### src/rtl/core/qfsd_pkg.sv
// Shared types, constants and the full-step transition table for the
// quadrature full-step speed decoder. No dependencies.
`timescale 1ns / 1ps
`default_nettype none

package qfsd_pkg;

  // Entry coding of the transition table: low nibble next phase,
  // bit 4 clockwise step, bit 5 counter-clockwise step.
  localparam logic [7:0] STEP_CW  = 8'h10;
  localparam logic [7:0] STEP_CCW = 8'h20;
  localparam logic [7:0] STEP_ANY = 8'h30;
  localparam logic [7:0] NEXT_MSK = 8'h0f;

  localparam logic [7:0] SENS_RESET = 8'd100;

  localparam logic [2:0] MAG_FAST = 3'd3;
  localparam logic [2:0] MAG_MED  = 3'd2;
  localparam logic [2:0] MAG_SLOW = 3'd1;

  typedef logic [2:0] phase_t;

  // One pin sample as held in the input register
  typedef struct packed {
    logic        pin_a;
    logic        pin_b;
    logic [31:0] now_ms;
  } sample_t;

  typedef struct packed {
    phase_t next;
    logic   cw;
    logic   ccw;
  } step_entry_t;

  // Rows: phase, columns: pin code {pin_a, pin_b}.
  // The unused phase code behaves like the start phase.
  localparam logic [7:0] STEP_TABLE [8][4] = '{
    '{8'h00, 8'h02, 8'h04, 8'h00},
    '{8'h03, 8'h00, 8'h01, 8'h00 | STEP_CW},
    '{8'h03, 8'h02, 8'h00, 8'h00},
    '{8'h03, 8'h02, 8'h01, 8'h00},
    '{8'h06, 8'h00, 8'h04, 8'h00},
    '{8'h06, 8'h05, 8'h00, 8'h00 | STEP_CCW},
    '{8'h06, 8'h05, 8'h04, 8'h00},
    '{8'h00, 8'h02, 8'h04, 8'h00}
  };

  function automatic step_entry_t step_lookup(input phase_t ph, input logic [1:0] code);
    logic [7:0]  raw;
    logic [7:0]  nxt;
    step_entry_t e;
    raw    = STEP_TABLE[ph][code];
    nxt    = raw & NEXT_MSK;
    e.next = nxt[2:0];
    e.cw   = (raw & STEP_ANY) == STEP_CW;
    e.ccw  = (raw & STEP_ANY) == STEP_CCW;
    return e;
  endfunction

endpackage

`default_nettype wire

### src/rtl/core/qfsd_in_reg.sv
// Input register of the quadrature full-step speed decoder: holds one
// accepted pin sample until the decode stage takes it. Uses qfsd_pkg.
`timescale 1ns / 1ps
`default_nettype none

module qfsd_in_reg
  import qfsd_pkg::*;
(
  input  wire logic        clk,
  input  wire logic        rst_n,
  input  wire logic        in_valid,
  output logic             in_ready,
  input  wire logic        in_pin_a,
  input  wire logic        in_pin_b,
  input  wire logic [31:0] in_now_ms,
  input  wire logic        take,
  output logic             smp_valid,
  output sample_t          smp
);

  logic    valid_r, valid_nxt;
  sample_t smp_r;

  // Free when empty or when the held sample moves on this cycle
  assign in_ready = !valid_r || take;

  always_comb begin
    valid_nxt = valid_r;
    if (in_valid && in_ready) begin
      valid_nxt = 1'b1;
    end else if (take) begin
      valid_nxt = 1'b0;
    end
  end

  always_ff @(posedge clk) begin
    if (!rst_n) begin
      valid_r <= 1'b0;
    end else begin
      valid_r <= valid_nxt;
    end
  end

  always_ff @(posedge clk) begin
    if (in_valid && in_ready) begin
      smp_r <= '{pin_a: in_pin_a, pin_b: in_pin_b, now_ms: in_now_ms};
    end
  end

  assign smp_valid = valid_r;
  assign smp       = smp_r;

endmodule

`default_nettype wire

### src/rtl/core/qfsd_core.sv
// Decode stage: phase and last-step-time state, table transition, speed
// compare and the result register. Uses qfsd_pkg.
`timescale 1ns / 1ps
`default_nettype none

module qfsd_core
  import qfsd_pkg::*;
#(
  parameter int TIME_BITS = 32
) (
  input  wire logic       clk,
  input  wire logic       rst_n,
  input  wire logic       smp_valid,
  input  sample_t         smp,
  output logic            take,
  input  wire logic [7:0] sensitivity,
  output logic            out_valid,
  input  wire logic       out_ready,
  output logic [2:0]      out_rotation
);

  localparam int NOW_W = (TIME_BITS < 32) ? TIME_BITS : 32;

  phase_t                 phase_r, phase_nxt;
  logic [TIME_BITS-1:0]   last_r, last_nxt;
  logic                   out_valid_r, out_valid_nxt;
  logic [2:0]             rot_r, rot_nxt;

  step_entry_t            entry;
  logic [TIME_BITS-1:0]   now_t;
  logic [TIME_BITS-1:0]   elapsed;
  logic [TIME_BITS-1:0]   sens_full;
  logic [TIME_BITS-1:0]   sens_half;
  logic [2:0]             mag;
  logic                   fire;

  assign take = !out_valid_r || out_ready;
  assign fire = smp_valid && take;

  assign entry = step_lookup(phase_r, {smp.pin_a, smp.pin_b});

  always_comb begin
    now_t              = '0;
    now_t[NOW_W-1:0]   = smp.now_ms[NOW_W-1:0];
    sens_full          = '0;
    sens_full[7:0]     = sensitivity;
    sens_half          = '0;
    sens_half[6:0]     = sensitivity[7:1];
  end

  // Elapsed time wraps at TIME_BITS, the width of now_t and last_r
  assign elapsed = now_t - last_r;

  always_comb begin
    priority if (elapsed < sens_half) begin
      mag = MAG_FAST;
    end else if (elapsed < sens_full) begin
      mag = MAG_MED;
    end else begin
      mag = MAG_SLOW;
    end
  end

  always_comb begin
    phase_nxt     = phase_r;
    last_nxt      = last_r;
    out_valid_nxt = out_valid_r;
    rot_nxt       = rot_r;
    if (fire) begin
      phase_nxt     = entry.next;
      out_valid_nxt = 1'b1;
      rot_nxt       = '0;
      if (entry.cw || entry.ccw) begin
        last_nxt = now_t;
        rot_nxt  = entry.ccw ? (3'd0 - mag) : mag;
      end
    end else if (out_ready) begin
      out_valid_nxt = 1'b0;
    end
  end

  always_ff @(posedge clk) begin
    if (!rst_n) begin
      phase_r     <= '0;
      last_r      <= '0;
      out_valid_r <= 1'b0;
    end else begin
      phase_r     <= phase_nxt;
      last_r      <= last_nxt;
      out_valid_r <= out_valid_nxt;
    end
  end

  always_ff @(posedge clk) begin
    rot_r <= rot_nxt;
  end

  assign out_valid    = out_valid_r;
  assign out_rotation = rot_r;

endmodule

`default_nettype wire

### src/rtl/core/quadrature_full_step_speed_decoder.sv
// Quadrature full-step speed decoder, top level.
// Channels: in_* carries one sample (in_pin_a, in_pin_b, in_now_ms) per
// transaction under in_valid/in_ready; out_* returns one signed step,
// out_rotation in -3..+3 (0 = no step), per input transaction.
// Config: APB-style cfg_* port, register 0 at byte address 0 is the 8-bit
// sensitivity (reset 100); 0 turns speed scaling off.
// Throughput: one sample per cycle while out_ready is high; the input
// register and the result register each pass a transaction on while
// taking the next. The decode path is one table lookup, a TIME_BITS
// subtract and two compares between those registers.
// Reset (synchronous, rst_n low): phase to the rest state, last step time
// to 0, sensitivity to 100, both pipeline stages empty.
// Stall: with out_ready low the result holds; the input register then
// fills and in_ready drops until the result is taken.
`timescale 1ns / 1ps
`default_nettype none

module quadrature_full_step_speed_decoder
  import qfsd_pkg::*;
#(
  parameter int TIME_BITS = 32
) (
  input  wire logic        clk,
  input  wire logic        rst_n,
  input  wire logic        in_valid,
  output logic             in_ready,
  input  wire logic        in_pin_a,
  input  wire logic        in_pin_b,
  input  wire logic [31:0] in_now_ms,
  output logic             out_valid,
  input  wire logic        out_ready,
  output logic [2:0]       out_rotation,
  input  wire logic        cfg_psel,
  input  wire logic        cfg_penable,
  input  wire logic        cfg_pwrite,
  input  wire logic [2:0]  cfg_paddr,
  input  wire logic [31:0] cfg_pwdata,
  output logic [31:0]      cfg_prdata,
  output logic             cfg_pready
);

  localparam logic REG_SENSITIVITY = 1'b0;

  logic       sens_sel, unused_sens;
  logic [7:0] sensitivity_r;
  logic       cfg_wr;
  logic       take;
  logic       smp_valid;
  sample_t    smp;

  assign cfg_pready = 1'b1;
  assign cfg_wr     = cfg_psel && cfg_penable && cfg_pwrite && cfg_pready;
  assign sens_sel   = cfg_paddr[2] == REG_SENSITIVITY;
  assign unused_sens = ^cfg_paddr[1:0];

  always_ff @(posedge clk) begin
    if (!rst_n) begin
      sensitivity_r <= SENS_RESET;
    end else if (cfg_wr && sens_sel) begin
      sensitivity_r <= cfg_pwdata[7:0];
    end
  end

  always_comb begin
    cfg_prdata = '0;
    if (sens_sel && !unused_sens || sens_sel) begin
      cfg_prdata[7:0] = sensitivity_r;
    end
  end

  qfsd_in_reg u_in_reg (
    .clk       (clk),
    .rst_n     (rst_n),
    .in_valid  (in_valid),
    .in_ready  (in_ready),
    .in_pin_a  (in_pin_a),
    .in_pin_b  (in_pin_b),
    .in_now_ms (in_now_ms),
    .take      (take),
    .smp_valid (smp_valid),
    .smp       (smp)
  );

  qfsd_core #(
    .TIME_BITS (TIME_BITS)
  ) u_core (
    .clk          (clk),
    .rst_n        (rst_n),
    .smp_valid    (smp_valid),
    .smp          (smp),
    .take         (take),
    .sensitivity  (sensitivity_r),
    .out_valid    (out_valid),
    .out_ready    (out_ready),
    .out_rotation (out_rotation)
  );

endmodule

`default_nettype wire

### config.mk
export PLATFORM = sky130hd
export DESIGN_NAME = quadrature_full_step_speed_decoder
export DESIGN_NICKNAME = d
export VERILOG_FILES = /design/src/rtl/core/qfsd_pkg.sv /design/src/rtl/core/qfsd_in_reg.sv /design/src/rtl/core/qfsd_core.sv /design/src/rtl/core/quadrature_full_step_speed_decoder.sv
export SDC_FILE = /design/constraint.sdc
export NUM_CORES = 1
export LEC_CHECK = 0
export BUFFER_PORTS_ARGS = -buffer_cell sky130_fd_sc_hd__buf_4
export CORE_MARGIN = 2
export CORE_UTILIZATION = 56
export DETAILED_ROUTE_END_ITERATION = 8
export HOLD_SLACK_MARGIN = 0.05
export PLACE_DENSITY = 0.81
export SYNTH_ARGS = -nofsm -noshare
export SYNTH_HDL_FRONTEND = slang
export SYNTH_SLANG_ARGS = --single-unit
### constraint.sdc
create_clock -name clk -period 3.9 [get_ports clk]
set_input_delay 0.195 -clock clk [delete_from_list [all_inputs] [get_ports clk]]
set_output_delay 0.195 -clock clk [all_outputs]
set_load 0.05 [all_outputs]
### After elaboration in Yosys (flattened, before gate mapping)

Memories as Yosys holds them, arrays and structs flattened.
Index checks and enable logic that the tools add are counted.

| storage, ports and cells | value |
|---|---|
| logic and storage cells | 51 |
| bits in read-only memories | 256 |
| bits of input ports | 76 |
| output and inout bits | 38 |
| memories | 1 |
| register bits after elaboration | 82 |

| cells by class | value |
|---|---|
| add/sub/neg operators | 2 |
| mux-type cells | 13 |
| reduce and logical (&&, ||, !) cells | 17 |
| eq/ne operators | 2 |
| bitwise gates (word level) | 3 |
| magnitude comparators | 4 |

Memory list:

| memory | words | bits a word | rd ports | clocked after Yosys merged registers in | write ports | line | text |
|---|---|---|---|---|---|---|---|
| (no name shown) | 8 | 32 | 1 | 0 | 0 | qfsd_pkg.sv:53 | `raw = STEP_TABLE[ph][code];` |

Operator list:

| cell | count |
|---|---|
| $mux W32 | 2 |
| $lt A32 B7 Y1 | 1 |
| $lt A32 B8 Y1 | 1 |
| $sub A32 B32 Y32 | 1 |
| $bmux W8 S2 | 1 |
| $mux W6 | 2 |
| $mux W8 | 1 |
| $logic_and A1 B1 Y1 | 6 |
| $mux W3 | 2 |
| $ge A4 B4 Y1 const B | 1 |
| $logic_or A1 B1 Y1 | 4 |
| $mux W1 | 4 |
| $not A3 Y4 | 1 |
| $reduce_bool A2 Y1 | 2 |
| $ge A3 B3 Y1 const B | 1 |
| $logic_not A1 Y1 | 3 |
| $not A2 Y3 | 1 |
| $sub A1 B3 Y3 const A | 1 |
| $eq A2 B1 Y1 const B | 1 |
| $eq A2 B2 Y1 const B | 1 |
| $mux W2 | 1 |
| $reduce_and A2 Y1 | 1 |
| $reduce_xor A2 Y1 | 1 |
| $not A1 Y1 | 1 |

### Depth between registers and ports, before layout

| logic depth | value |
|---|---|
| depth after elaboration | 10 |
| mapped depth | 15 |
| mapped depth without buffers | 15 |

### Cells and area by module

Synthesis repeated with hierarchy kept, for this count alone.

| second synthesis, totals | value |
|---|---|
| cells, all modules | 656 |
| area total of the unflattened synthesis | 5,745.5 sq um |

By module, submodules not included:

| module | sequential area each (sq um) | cells each | area each (sq um) | times used |
|---|---|---|---|---|
| qfsd_core | 810.8 | 547 | 4,061.4 | 1 |
| qfsd_in_reg | 1,041.0 | 39 | 1,078.5 | 1 |
| quadrature_full_step_speed_decoder | 160.2 | 70 | 605.6 | 1 |

### Least setup slack after synthesis

No wires, ideal clock.

| path | value |
|---|---|
| kind | register to register |
| start | reg u_in_reg.smp_r (netlist bit u_in_reg.smp[0]) |
| end | reg u_core.rot_r[1], in the netlist u_core.out_rotation[1] (data pin) |
| library setup time | 0.131 ns |
| path slack | 0.695 ns |
| period minus slack after synthesis | 3.205 ns |
| cell stages (with the launch flop) | 14 |
| data arrival time | 3.074 ns |
| path buffers | 0 |
| data required time | 3.769 ns |
| path through | edfxtp_1 > inv_1 > ha_1 > fa_1 > nand2b_1 > a21o_1 > a2111o_1 > a31oi_1 > nor2_1 > xnor2_1 > nor4_2 > or4b_1 > o31ai_1 > and2_1 |

| between the ends | value |
|---|---|
| longest elaborated chain between the ends | 6 |
| elaborated cells between the ends (all ways) | 7 |
| classes of those cells | add/sub: 2; order compare: 2; mux: 3 |

Ends and longest elaborated chain:

| item | line | text |
|---|---|---|
| start, declared | qfsd_in_reg.sv:22 | `sample_t smp_r;` |
| start signal, assigned | qfsd_in_reg.sv:46 | `smp_r <= '{pin_a: in_pin_a, pin_b: in_pin_b, now_ms: in_now_ms};` |
| $sub A32 B32 Y32 (*) | qfsd_core.sv:52 | `assign elapsed = now_t - last_r;` |
| $lt A32 B8 Y1 | qfsd_core.sv:57 | `end else if (elapsed < sens_full) begin` |
| $mux W2 | qfsd_core.sv:57 |  |
| $mux W3 (*) | qfsd_core.sv:55 | `priority if (elapsed < sens_half) begin` |
| $sub A1 B3 Y3 | qfsd_core.sv:75 | `rot_nxt = entry.ccw ? (3'd0 - mag) : mag;` |
| $mux W3 (*) | qfsd_core.sv:75 |  |
| end signal, assigned | qfsd_core.sv:95 | `rot_r <= rot_nxt;` |
| end, declared | qfsd_core.sv:27 | `logic [2:0] rot_r, rot_nxt;` |

Mark *: on every way between the ends. The rest lies on a longest branch, timed or not.
A chain may end at the register's enable or synchronous reset.

### Worst setup path after layout

| path | value |
|---|---|
| start | reg u_in_reg.smp_r (netlist bit u_in_reg.smp[18]) |
| end | reg u_core.rot_r[1], in the netlist u_core.out_rotation[1] (data pin) |

The elaborated chain is that of the path after synthesis.

==> impl_metrics.json <==
{
  "die_w_um": 104.8,
  "r2r_end": "u_core.out_rotation[1]",
  "cp-start-kind": "register",
  "cts.clk_slew.worst_paths_ns": 0.08,
  "crit-reg2reg-launch": "u_in_reg.smp[18]",
  "postLayoutSetupSlackWorst_ns": 0.2837,
  "hold_path_startpoint": "cfg_pwdata[3]",
  "core_area_sq_um": 9819,
  "worstMarginPinSlew_ns": 0.6932,
  "hpwl_um": 8886,
  "worstPathMaxFanout": 8,
  "root_buffer": "clkbuf_8",
  "rr_worst_depth": 11,
  "grt_use_total_pct": 23.44,
  "tritoncts": "yes",
  "clock_latency_ns": 0.37,
  "rsz0062_at_grt": "no",
  "arrival_ns": 3.86,
  "min_path_type": "input port to register",
  "cts_max_level": 3,
  "overflow": 0,
  "status": "finished clean",
  "synth_seq_cells": 82,
  "placementRows": 36,
  "dp_slack_ns": 0.3747,
  "drv_cap": 0,
  "seq_area_sq_um": 2012,
  "areaGrowthSynthToFinish_pct": 18.01,
  "io_buffer_count": 62,
  "synthCells": 658,
  "grt_pass1_wl_um": 20860,
  "grt_pass1_vias": 4582,
  "postRouteAntennaNets": 0,
  "relSlewSlack_pct": 53.74,
  "regToRegSetupSlack_ns": 0.28,
  "cts.sinks": 82,
  "max_freq_mhz": 276.5,
  "via_count": 4890,
  "skew_ns": 0.007794,
  "numCtsBuffers": 9,
  "setup_viol_count_final": 0,
  "layout.nets": 870,
  "drt-initial-drc-count": 207,
  "multi_input_area_sq_um": 3268,
  "met2_usage_pct": 40.63,
  "fillCellCount": 792,
  "synthFlopType": "dfxtp_1",
  "grt_max_degree": 46,
  "ys_seq_area_share_pct": 35.36,
  "hold_viol": 0,
  "cts_max_path_buffers": 2,
  "period_share_pct": 92.73,
  "gp_congestion": 0.9362,
  "synth.avg_cell_area_sq_um": 8.648,
  "synth_area_sq_um": 5690,
  "antenna_found_initial": 0,
  "final_max_slew_viol_count": 0,
  "grtUsageMet3_pct": 6.238,
  "wire_per_inst_um": 14.42,
  "critPathKind": "register to register",
  "min_to": "sensitivity_r[3]",
  "die_area_sq_um": 10980,
  "min_period_ns": 3.616,
  "power_density_nw_per_um2": 306.8,
  "required_ns": 4.14,
  "antennaDiodeCount": 0,
  "synthArstFlopShare_pct": 0,
  "drive_gt1_share_pct": 13.48,
  "setup_tns_ns": 0,
  "via_per_inst": 5.544,
  "die_y_um": 104.8,
  "peakVddDrop_mv": 0.2867,
  "io_pins": 114,
  "drc_errors": 0,
  "top_usage_layer": "met2",
  "p_leak_nw": 2.567,
  "start_util_pct": 57.95,
  "crit_path_end_kind": "register",
  "first_pass_iters": 5,
  "ys.warnings.count": 0,
  "postRouteWirelength_um": 12720,
  "synthDistinctLibCells": 72,
  "met1_usage_pct": 27.99,
  "timing.hold.worst_path_depth": 3,
  "synth-edff-count": 37
}
==> synthesized netlist by cell type (all sizes together) (7+ instances only) <==
cell,instances,area (sq um)
a21boi,42,315.3
a21o,7,52.55
a21oi,45,247.7
a31oi,9,62.56
buf,34,247.7
clkbuf,17,63.81
dfxtp,45,900.9
edfxtp,37,1111
ha,49,613.1
inv,50,187.7
nand2,110,412.9
nand2b,10,62.56
nand4,8,65.06
nor2,32,122.6
nor2b,10,70.06
nor3,14,70.07
o211ai,11,82.58
o21a,10,76.32
o21ai,25,132.6
xnor2,12,105.1
xor2,7,61.31
==> power breakdown <==
group / switching (W) / internal, W
Combinational: 0.000264 / 0.000178
Clock: 0.000294 / 0.000380
Sequential: 0.0000181 / 0.000927
Total: 0.000576 / 0.00148
==> cell usage in the layout (no fill, tap or decap), drive strengths merged, types with 6 or more instances in the layout <==
| cell type | instances |
|---|---|
| a31oi | 9 |
| nand2b | 10 |
| o211ai | 11 |
| a21boi | 42 |
| conb | 25 |
| buf | 65 |
| and2 | 6 |
| ha | 49 |
| nor3 | 14 |
| xor2 | 7 |
| a21oi | 45 |
| nor2 | 32 |
| edfxtp | 37 |
| clkbuf | 14 |
| inv | 50 |
| o21a | 10 |
| o21ai | 25 |
| dlygate4sd3 | 38 |
| nand4 | 8 |
| dfxtp | 45 |
| nand2 | 110 |
| a21o | 7 |
| xnor2 | 12 |
| nor2b | 10 |
==> metrics by stage <==
step | power [W] | util (%) | hold WS [ns] | instances | area, sq um
final | 0.002060 | 68.39 | 0.08038 | 882 | 6715
after detailed placement | 0.001368 | 62.35 | 0.3743 | 828 | 6122
after CTS | 0.002074 | 68.39 | 0.05043 | 882 | 6715
after global routing | 0.002153 | 68.39 | 0.07560 | 882 | 6715
after floorplan | 0.001282 | - | 0.2939 | 681 | 5777
after global placement | 0.001357 | 62.35 | 0.3731 | 828 | 6122
==> sequential cells by signal, indices dropped and copies added, names as in the netlist <==
register	count
u_core.out_valid	1
u_core.last_r	32
sensitivity_r	8
u_in_reg.smp	34
u_core.phase_r	3
u_in_reg.smp_valid	1
u_core.out_rotation	3
==> timing repair <==
item,CTS,global route
resized for setup,0,0
hold buffers,38,0
setup buffers,0,0
endpoints found under the hold margin,38,0
==> worst max-delay path by stage <==
stage / endpoint / from / slack, ns / cells past startpoint
2_1_floorplan: u_core.out_rotation[1] / u_in_reg.smp[0] / 0.69 / 13
3_3_place_gp: u_core.out_rotation[1] / u_in_reg.smp[18] / 0.42 / 11
3_5_place_dp: u_core.out_rotation[1] / u_in_reg.smp[0] / 0.37 / 13
4_1_cts: u_core.out_rotation[1] / u_in_reg.smp[0] / 0.32 / 13
5_1_grt: u_core.out_rotation[1] / u_in_reg.smp[0] / 0.05 / 13
6_report: u_core.out_rotation[1] / u_in_reg.smp[18] / 0.28 / 11
==> layer usage <==
metal	share of wire, %	vias to the layer above	wire length [um]
met3	4.5	17	576
li1	-	2441	-
met4	1.8	0	231
met2	50	126	6352
met1	44	2306	5562
met5	0	-	0
==> worst max-delay path, cell delays in order (launching register included) <==
cell,delay [ns]
edfxtp_1,0.40
ha_1,0.42
nand2_1,0.23
nor3_1,0.40
o211ai_1,0.25
a32oi_2,0.41
nand4_1,0.15
o311ai_0,0.17
nand2_1,0.15
or4b_1,0.52
o31ai_1,0.24
and2_1,0.15
==> cells by family (layout without fill, tap and decap cells) <==
kind of cell / Yosys count / count (layout) / share of synthesized area (%)
adders and majority gates: 50 / 50 / 11.13
DFF: 82 / 82 / 35.36
muxes: 1 / 1 / 0.1759
other: 2 / 25 / 0.1320
and+or+nand+nor: 224 / 224 / 19.46
buffers and inverters: 101 / 169 / 8.773
xor gates and xnor gates: 19 / 19 / 2.924
AOI/OAI and AO/OA: 179 / 179 / 22.05
==> cell type report <==
cell class / instances / share of cell area (%)
multi-input combinational: 498 / 48.67
sequential: 82 / 29.96
timing repair buffer: 103 / 12.93
inverter: 50 / 2.795
tap: 133 / 2.478
clock buffer: 14 / 2.273
clock inverter: 2 / 0.8944
No activity file was read; power rests on OpenSTA's default activity.
